## src/avt_pkg.sv

```systemverilog
package avt_pkg;

  // Fraction bits of the fixed-point format (Q16.16 by default)
  localparam int FRAC_BITS = 16;

  // Matrix geometry: three rows of four elements, last column is translation
  localparam int NUM_ROWS  = 3;
  localparam int ROW_ELEMS = 4;
  localparam int NUM_ELEMS = NUM_ROWS * ROW_ELEMS;

  // Field widths
  localparam int CMD_W   = 2;
  localparam int INDEX_W = 4;
  localparam int VALUE_W = 32;
  localparam int PROD_W  = 2 * VALUE_W;
  // Exact sum of three full products needs two guard bits
  localparam int SUM_W   = PROD_W + 2;

  // Stream word widths
  localparam int S_DATA_W = 136;
  localparam int M_DATA_W = 96;

  // Input commands
  typedef enum logic [CMD_W-1:0] {
    CMD_LOAD   = 2'd0,
    CMD_POINT  = 2'd1,
    CMD_NORMAL = 2'd2
  } cmd_t;

  // Result of one row lane handed to the merge stage
  typedef struct packed {
    logic [VALUE_W-1:0] value;
    logic               sat;
  } lane_res_t;

endpackage

```

## src/avt_merge.sv

```systemverilog
module avt_merge (
  input  logic                            clk,
  input  logic                            rst,
  input  logic                            en,
  input  logic                            valid_in,
  input  avt_pkg::lane_res_t              lane_res [avt_pkg::NUM_ROWS],
  output logic                            m_tvalid,
  output logic [avt_pkg::M_DATA_W-1:0]    m_tdata,
  output logic                            m_tuser
);

  // Output valid
  always_ff @(posedge clk) begin
    if (rst) begin
      m_tvalid <= 1'b0;
    end else if (en) begin
      m_tvalid <= valid_in;
    end
  end

  // Combine the lanes into one result word, flag any clipped component
  always_ff @(posedge clk) begin
    if (en) begin
      m_tdata <= {lane_res[2].value, lane_res[1].value, lane_res[0].value};
      m_tuser <= lane_res[0].sat | lane_res[1].sat | lane_res[2].sat;
    end
  end

endmodule

```

## config.mk

```make
export PLATFORM = sky130hd
export DESIGN_NAME = avt_merge
export DESIGN_NICKNAME = d
export VERILOG_FILES = /design/src/avt_pkg.sv /design/src/avt_merge.sv
export SDC_FILE = /design/constraint.sdc
export NUM_CORES = 1
export LEC_CHECK = 0
export BUFFER_PORTS_ARGS = -buffer_cell sky130_fd_sc_hd__buf_2
export CAP_MARGIN = 5
export CORE_ASPECT_RATIO = 1.4
export CORE_UTILIZATION = 41
export DETAILED_ROUTE_END_ITERATION = 6
export PLACE_DENSITY_LB_ADDON = 0.1
export REMOVE_ABC_BUFFERS = 1
export SLEW_MARGIN = 20
export SYNTH_ARGS = -nofsm -noshare
export SYNTH_HDL_FRONTEND = slang
export SYNTH_SLANG_ARGS = --single-unit
```

## constraint.sdc

```tcl
create_clock -name clk -period 0.8 [get_ports clk]
set_input_delay 0 -clock clk [delete_from_list [all_inputs] [get_ports clk]]
set_output_delay 0 -clock clk [all_outputs]
set_load 0.1 [all_outputs]
```

==> out/qor.yml, run 1 <==
status:
  run_status: "stopped before the end"
  stop_stage: "clock tree synthesis (4_1_cts)"
  tool.error: "[ERROR DPL-0033] detailed placement checks failed during check placement."
die:
  die_w_um: 73.73
  start_util_pct: 42.29
  die-height_um: 102.4
  rows: 36
  ios: 201
synth:
  yosys.area.top_type: "edfxtp_1"
  avgSynthCellArea_um2: 29.24
  synth_top_area_share_pct: 98.64
  synth_area_leaders: "edfxtp_1, dfxtp_1, mux2i_1"
  ys_seq_area_share_pct: 99.32
  synth_seq_cells: 98
  synthDistinctLibCells: 5
  yosysWarnings: 0
  syn_inst: 101
  syn-cell-area_mm2: 0.002953
cts:
  cts_root_buf: "clkbuf_8"
  cts_max_level: 3
  post_cts_buffers: 0
  cts_buffers: 9
  cts_resized: 1
  numClockSinks: 98
  cts_hold_buf: 98
  clockBufferDepth: 2
placement:
  post-dp-hpwl_um: 5655
  portBuffers: 200
  dpl_cell_area_mm2: 0.005602
  pre_cts_slack_ns: 0.04842
  dp.cells: 400
  routabilityCongestion: 0.7063
[cells in the mapped netlist (all sizes together)]
| cell | instances |
|---|---|
| edfxtp | 97 |
| dfxtp | 1 |
| mux2i | 1 |
| or3 | 1 |
| nor2 | 1 |
[cells by family after synthesis]
group,share of synthesized area (%)
flops,99.32
mux,0.3390
simple gates,0.3390
[through the flow]
| stage | setup TNS, ns | hold WS, ns |
|---|---|---|
| detailed placement | 0 | 0.1718 |
| floorplan | -10.65 | 0.07238 |
| global placement | 0 | 0.1576 |
==> run 2, diff against run 1 <==
--- a/config.mk
+++ b/config.mk
@@ -7,10 +7,9 @@
 export LEC_CHECK = 0
 export BUFFER_PORTS_ARGS = -buffer_cell sky130_fd_sc_hd__buf_2
 export CAP_MARGIN = 5
-export CORE_ASPECT_RATIO = 1.4
-export CORE_UTILIZATION = 41
+export CORE_UTILIZATION = 30
 export DETAILED_ROUTE_END_ITERATION = 6
-export PLACE_DENSITY_LB_ADDON = 0.1
+export PLACE_DENSITY_LB_ADDON = 0.15
 export REMOVE_ABC_BUFFERS = 1
 export SLEW_MARGIN = 20
 export SYNTH_ARGS = -nofsm -noshare
==> out/qor.yml, run 2 <==
setup_path:
  cp_top_family: "flip-flops"
  cp.required_ns: 0.80
  cp-end-kind: "primary output"
  crit_buf_inv: 1
  crit_type: "reg2out"
  crit_chain: "buf_12"
  cp_slowest_stage_delay_ns: 0.44
  arrival_ns: 0.99
  worst_setup_path_start_kind: "register"
  critPathMaxFanout: 1
  slowest_stage: "edfxtp_1"
min_path:
  hp-class: "in2reg"
power:
  cellLeakagePower_nw: 2.844
  powerDensity_mw_per_mm2: 2154
  vdd_ir_drop_max_mv: 1.167
  finalPower_mw: 14.76
die:
  die-height_um: 101.2  # -1.2%
  die_w_um: 101.2  # +37%
  rows: 35  # -2.8%
  start_util_pct: 31.51  # -11 points
  dieArea_mm2: 0.01024
  ios: 201  # unchanged
  coreArea_mm2: 0.009371
cts:
  cts.clk_slew.worst_paths_ns: 0.09
  insertion_delay_ns: 0.34
  cts_hold_buf: 99  # +1.0%
  cts_max_level: 3  # unchanged
  cts_root_buf: "clkbuf_8"
  numClockSinks: 98  # unchanged
  cts_tree: "built"
  clockBufferDepth: 2  # unchanged
  cts_buffers: 9  # unchanged
  post_cts_buffers: 0  # unchanged
global_route:
  grt.overflow.total: 0
  antenna_found_initial: 0
  grt_pass1_wl_um: 12150
  first_global_vias: 2493
  grt.total_usage_pct: 16.58
  grt_max_degree: 32
sta:
  slew_violations: 0
  max_freq_mhz: 1012
  timing.hold.ws_ns: -0.05370
  worst_slew_pin_slew_ns: 0.1823
  period_minus_slack_ns: 0.9881
  finalHoldViolations: 1
  finalClockSkew_ns: 0
  finalSetupViolCount: 98
  setup_ws_ns: -0.1881
  rsz0062_at_grt: "true"
  max_slew_margin_pct: 87.84
  setup-tns-final_ns: -15.88
  period_share_pct: 123.5
synth:
  synth_ff_type: "edfxtp_1"
  synth_edf_count: 97  # unchanged
  synth_area_leaders: "edfxtp_1, dfxtp_1, mux2i_1"
  yosys.area.top_type: "edfxtp_1"
  syn-cell-area_mm2: 0.002953  # unchanged
  async_reset_ff_share_pct: 0  # unchanged
  synth_seq_cells: 98  # unchanged
  synthDistinctLibCells: 5  # unchanged
  avgSynthCellArea_um2: 29.24  # unchanged
  synth_top_area_share_pct: 98.64  # unchanged
  syn_inst: 101  # unchanged
  ys_seq_area_share_pct: 99.32  # unchanged
  synth.most_common_cell: "edfxtp_1"
  synth_common_cells: "edfxtp_1, dfxtp_1, mux2i_1, nor2_1, or3_1"
  yosysWarnings: 0  # unchanged
flow_run:
  cap_violations: 0
finish:
  layout_common_cells: "buf_2, buf_12, dlygate4sd3_1"
  register_area_mm2: 0.002934
  top_register: "m_tdata"
  num_antenna_cells: 0
  final_common_cell: "buf_2"
  final_nets: 521
  syn_to_final_growth_pct: 132.0
  finalInstanceArea_mm2: 0.006852
  multi_input_area_um2: 20.02
  drive_above_1_share_pct: 52.48
  largest_register_ffs: 96
  top_regs: "m_tdata x96, m_tuser x1, m_tvalid x1"
  utilization_pct: 73.11
  fill_cells: 616
drt:
  routed_wl_um: 8174
  vias: 2204
  first_iter_violations: 31
  wl_per_cell_um: 14.81
  drc: 0
  viasPerCell: 3.993
  ant_nets: 0
  drtPass1Iterations: 4
placement:
  post-dp-hpwl_um: 5447  # -3.7%
  portBuffers: 200  # unchanged
  pre_cts_slack_ns: 0.02281  # -0.02561 ns
  routabilityCongestion: 0.6894  # -2.4%
  dpl_cell_area_mm2: 0.005667  # +1.2%
status:
  violations: "negative hold slack, negative setup slack"
  run_status: "finished with violations"
run 2: cell counts after synthesis:
Identical to the previous run, type by type.
run 2: what timing repair did:
| item | CTS | global route |
|---|---|---|
| gates resized for setup | 1 | 0 |
| endpoints found under the hold margin | 100 | 1 |
| endpoints found under the setup margin | 98 | 98 |
run 2: through the flow:
step / std cells / hold slack, ns
6_report: 552 / -0.05370
3_5_place_dp: 437 / 0.1592
4_1_cts: 552 / -0.1144
5_1_grt: 552 / -0.06729
2_1_floorplan: 101 / 0.07238
3_3_place_gp: 437 / 0.1576
run 2: cell families (layout without fill, tap and decap cells):
family,after synthesis,in the layout,synth area share (%)
AND/OR/NAND/NOR,2,2,0.3390
multiplexers,1,1,0.3390
flip-flops,98,98,99.32
buffers and inverters,0,322,0
run 2: cell type report:
type / count / area share (%)
well taps: 129 / 2.356
clock inverters: 6 / 0.9496
flip-flops and latches: 98 / 42.82
clock buffers: 10 / 1.863
multi-input cells: 3 / 0.2922
repair buffers: 306 / 51.72
run 2: final timing paths:
path                                  start     endpoint  depth (start not counted)  slack [ns]
worst max-delay path            m_tdata[23]  m_tdata[23]                          1       -0.19
worst min-delay path            lane_res[0]      m_tuser                          2       -0.05
worst max register to register     m_tvalid     m_tvalid                          2        0.15
worst min register to register     m_tvalid     m_tvalid                          2        0.57
run 2: where the power goes:
| part | switching (mW) | internal (mW) | leakage, nW |
|---|---|---|---|
| clock network | 1.62 | 1.45 | 0.0983 |
| logic | 3.29 | 1.97 | 1.79 |
| registers | 0.318 | 6.11 | 0.958 |
run 2: layer usage:
metal  up-vias  track usage [%]  share of wire [%]
met2       111            32.13                 58
met3        12            7.660                 10
li1       1043                -                  -
met4         0            7.358                2.2
met1      1038            14.23                 29
met5         -                0                  0
Note: power is estimated with default switching activity, not from simulation.
==> run 3, diff against run 2 <==
--- a/config.mk
+++ b/config.mk
@@ -10,7 +10,6 @@
 export CORE_UTILIZATION = 30
 export DETAILED_ROUTE_END_ITERATION = 6
 export PLACE_DENSITY_LB_ADDON = 0.15
-export REMOVE_ABC_BUFFERS = 1
 export SLEW_MARGIN = 20
 export SYNTH_ARGS = -nofsm -noshare
 export SYNTH_HDL_FRONTEND = slang
==> out/qor.yml, run 3 (synthesis gave the netlist of run 2 again) <==
setup_path:
  arrival_ns: 1.00  # about the same
  cp-end-kind: "primary output"
  reg2reg_from: "m_tvalid"
  critPathMaxFanout: 1  # unchanged
  ff2ff_setup_slack_ns: 0.14  # about the same
  r2r_cells: 2  # unchanged
  slowest_stage: "edfxtp_1"
  cp.required_ns: 0.80  # about the same
  crit_chain: "buf_12"
  rr_endpoint: "m_tvalid"
  cp_slowest_stage_delay_ns: 0.45  # about the same
  cp_top_family: "flip-flops"
  crit_buf_inv: 1  # unchanged
  crit_type: "reg2out"
  worst_setup_path_start_kind: "register"
status:
  run_status: "finished with violations"
  violations: "negative hold slack, negative setup slack"
finish:
  syn_to_final_growth_pct: 131.6
  final_common_cell: "buf_12"
  top_regs: "m_tdata x96, m_tuser x1, m_tvalid x1"
  fill_cells: 587  # -4.7%
  multi_input_area_um2: 20.02  # unchanged
  final_nets: 519  # -0.38%
  drive_above_1_share_pct: 52.26  # -0.23 points
  top_register: "m_tdata"
  utilization_pct: 72.96  # -0.15 points
  register_area_mm2: 0.002937  # about the same
  num_antenna_cells: 0  # unchanged
  layout_common_cells: "buf_12, buf_2, dlygate4sd3_1"
  largest_register_ffs: 96  # unchanged
die:
  dieArea_mm2: 0.01024  # unchanged
  die-height_um: 101.2  # unchanged
  ios: 201  # unchanged
  rows: 35  # unchanged
  start_util_pct: 31.51  # unchanged
  coreArea_mm2: 0.009371  # unchanged
  die_w_um: 101.2  # unchanged
drt:
  routed_wl_um: 8396  # +2.7%
  viasPerCell: 4.000  # +0.18%
  drtPass1Iterations: 4  # unchanged
  ant_nets: 0  # unchanged
  drc: 0  # unchanged
  first_iter_violations: 63  # +100%
  wl_per_cell_um: 15.27  # +3.1%
  vias: 2200  # -0.18%
global_route:
  grt.overflow.total: 0  # unchanged
  grt.met2_usage_pct: 31.50  # -0.63 points
  met1_usage_pct: 16.01  # +1.8 points
  grt.total_usage_pct: 16.54  # -0.038 points
  first_global_vias: 2469  # -0.96%
  grt_pass1_wl_um: 12120  # -0.22%
  antenna_found_initial: 0  # unchanged
  grt_max_degree: 26  # -19%
  met3_usage_pct: 5.797  # -1.9 points
  busiest_layer: "met2"
sta:
  max_freq_mhz: 1002  # -1.0%
  setup_ws_ns: -0.1984  # -0.01031 ns
  period_share_pct: 124.8  # +1.3 points
  finalClockSkew_ns: 0  # unchanged
  setup-tns-final_ns: -15.96  # -0.07490 ns
  finalSetupViolCount: 98  # unchanged
  finalHoldViolations: 1  # unchanged
  slew_violations: 0  # unchanged
  worst_slew_pin_slew_ns: 0.1408  # -0.04154 ns
  period_minus_slack_ns: 0.9984  # +0.01031 ns
  rsz0062_at_grt: "true"
  max_slew_margin_pct: 90.34  # +2.5 points
  timing.hold.ws_ns: -0.1036  # -0.04994 ns
cts:
  cts_hold_buf: 98  # -1.0%
  cts.clk_slew.worst_paths_ns: 0.10  # about the same
  clockBufferDepth: 2  # unchanged
  cts_max_level: 3  # unchanged
  cts_resized: 0  # -1
  cts_buffers: 9  # unchanged
  numClockSinks: 98  # unchanged
  cts_root_buf: "clkbuf_8"
  insertion_delay_ns: 0.35  # about the same
  cts_tree: "built"
power:
  vdd_ir_drop_max_mv: 1.058  # -9.4%
  cellLeakagePower_nw: 2.829  # -0.54%
  powerDensity_mw_per_mm2: 2122  # -1.5%
min_path:
  whs_path_depth: 2  # unchanged
  min_from: "lane_res[0]"
  hp-class: "in2reg"
  holdPathEnd: "m_tuser"
placement:
  portBuffers: 200  # unchanged
  pre_cts_slack_ns: 0.06998  # +0.04717 ns
  routabilityCongestion: 0.7275  # +5.5%
flow_run:
  cap_violations: 0  # unchanged
synth:
  syn-num-nets: 204
-- run 3: worst max path at each step --
stage | startpoint | to | depth (start not counted)
finish | m_tdata[30] | m_tdata[30] | 1
global route | m_tdata[10] | m_tdata[10] | 1
floorplan | m_tdata[0] | m_tdata[0] | 0
detailed placement | en | m_tvalid | 4
CTS | m_tdata[54] | m_tdata[54] | 1
global placement | en | m_tvalid | 4
-- run 3: where the power goes --
group / internal [mW] / switching (mW) / total, mW
Combinational: 1.98 / 3.30 / 5.28
Sequential: 6.11 / 0.320 / 6.43
Clock: 1.12 / 1.68 / 2.80
Total: 9.21 / 5.30 / 14.5
-- run 3: cell type report --
cell class / instances / area share, %
Clock buffer: 9 / 1.812
Clock inverter: 7 / 0.6587
Multi-Input combinational cell: 3 / 0.2928
Sequential cell: 98 / 42.95
Tap cell: 129 / 2.360
Timing Repair Buffer: 304 / 51.93
-- run 3: layer usage --
metal	vias up	wire length (µm)
met4	0	184
met2	104	4809
li1	1041	-
met5	-	0
met3	15	643
met1	1040	2759
-- run 3: what timing repair did --
action	4_1_cts	5_1_grt
setup endpoints to repair	98	98
hold endpoints to repair	98	1
pin swaps	0	0
setup buffers	0	0
-- run 3: metrics by stage --
stage               cell area [µm²]  hold slack (ns)  power, mW  instances
floorplan                      2957          0.06270      9.217        101
global placement               5688           0.1457      11.41        436
detailed placement             5688           0.1573      11.46        436
CTS                            6838          -0.1177      14.59        550
global route                   6838          -0.1072      14.97        550
finish                         6838          -0.1036      14.51        550
==> run 4, diff against run 3 <==
--- a/config.mk
+++ b/config.mk
@@ -5,10 +5,10 @@
 export SDC_FILE = /design/constraint.sdc
 export NUM_CORES = 1
 export LEC_CHECK = 0
-export BUFFER_PORTS_ARGS = -buffer_cell sky130_fd_sc_hd__buf_2
 export CAP_MARGIN = 5
 export CORE_UTILIZATION = 30
 export DETAILED_ROUTE_END_ITERATION = 6
+export DONT_BUFFER_PORTS = 1
 export PLACE_DENSITY_LB_ADDON = 0.15
 export SLEW_MARGIN = 20
 export SYNTH_ARGS = -nofsm -noshare
==> out/qor.yml, run 4 <==
synth:
  syn-cell-area_mm2: 0.002953  # unchanged
  ys_seq_area_share_pct: 99.32  # unchanged
  yosys.area.top_type: "edfxtp_1"
  syn_inst: 101  # unchanged
  yosysWarnings: 0  # unchanged
  synth_seq_cells: 98  # unchanged
  syn-num-nets: 204  # unchanged
  synth_area_leaders: "edfxtp_1, dfxtp_1, mux2i_1"
  synth_top_area_share_pct: 98.64  # unchanged
  avgSynthCellArea_um2: 29.24  # unchanged
  synthDistinctLibCells: 5  # unchanged
  synth_common_cells: "edfxtp_1, dfxtp_1, mux2i_1, nor2_1, or3_1"
  async_reset_ff_share_pct: 0  # unchanged
  synth_ff_type: "edfxtp_1"
  synth_edf_count: 97  # unchanged
  synth.most_common_cell: "edfxtp_1"
cts:
  post_cts_buffers: 0  # unchanged
  cts_buffers: 9  # unchanged
  cts_hold_buf: 101  # +3.1%
  numClockSinks: 98  # unchanged
  cts_resized: 3  # +3
  cts_max_level: 3  # unchanged
  cts_root_buf: "clkbuf_8"
  clockBufferDepth: 2  # unchanged
status:
  run_status: "stopped before the end"
  stop_stage: "clock tree synthesis (4_1_cts)"
  tool.error: "[ERROR RSZ-0060] Max buffer count reached."
die:
  start_util_pct: 31.51  # unchanged
  ios: 201  # unchanged
  rows: 35  # unchanged
  die_w_um: 101.2  # unchanged
  die-height_um: 101.2  # unchanged
placement:
  dp.cells: 328  # -25%
  dpl_cell_area_mm2: 0.005067  # -11%
  portBuffers: 0  # -100%
  routabilityCongestion: 0.6185  # -15%
run 4: cell counts after synthesis:
Identical to the previous run, type by type.
run 4: logic make-up after synthesis:
kind of cell | count (synthesis) | synth area share [%]
mux | 1 | 0.3390
flops | 98 | 99.32
simple gates | 2 | 0.3390
run 4: stage by stage:
stage | utilization [%] | worst slack, ns | TNS [ns]
floorplan | - | -0.1040 | -10.09
detailed placement | 54.07 | 0.1854 | 0
global placement | 54.07 | 0.1896 | 0
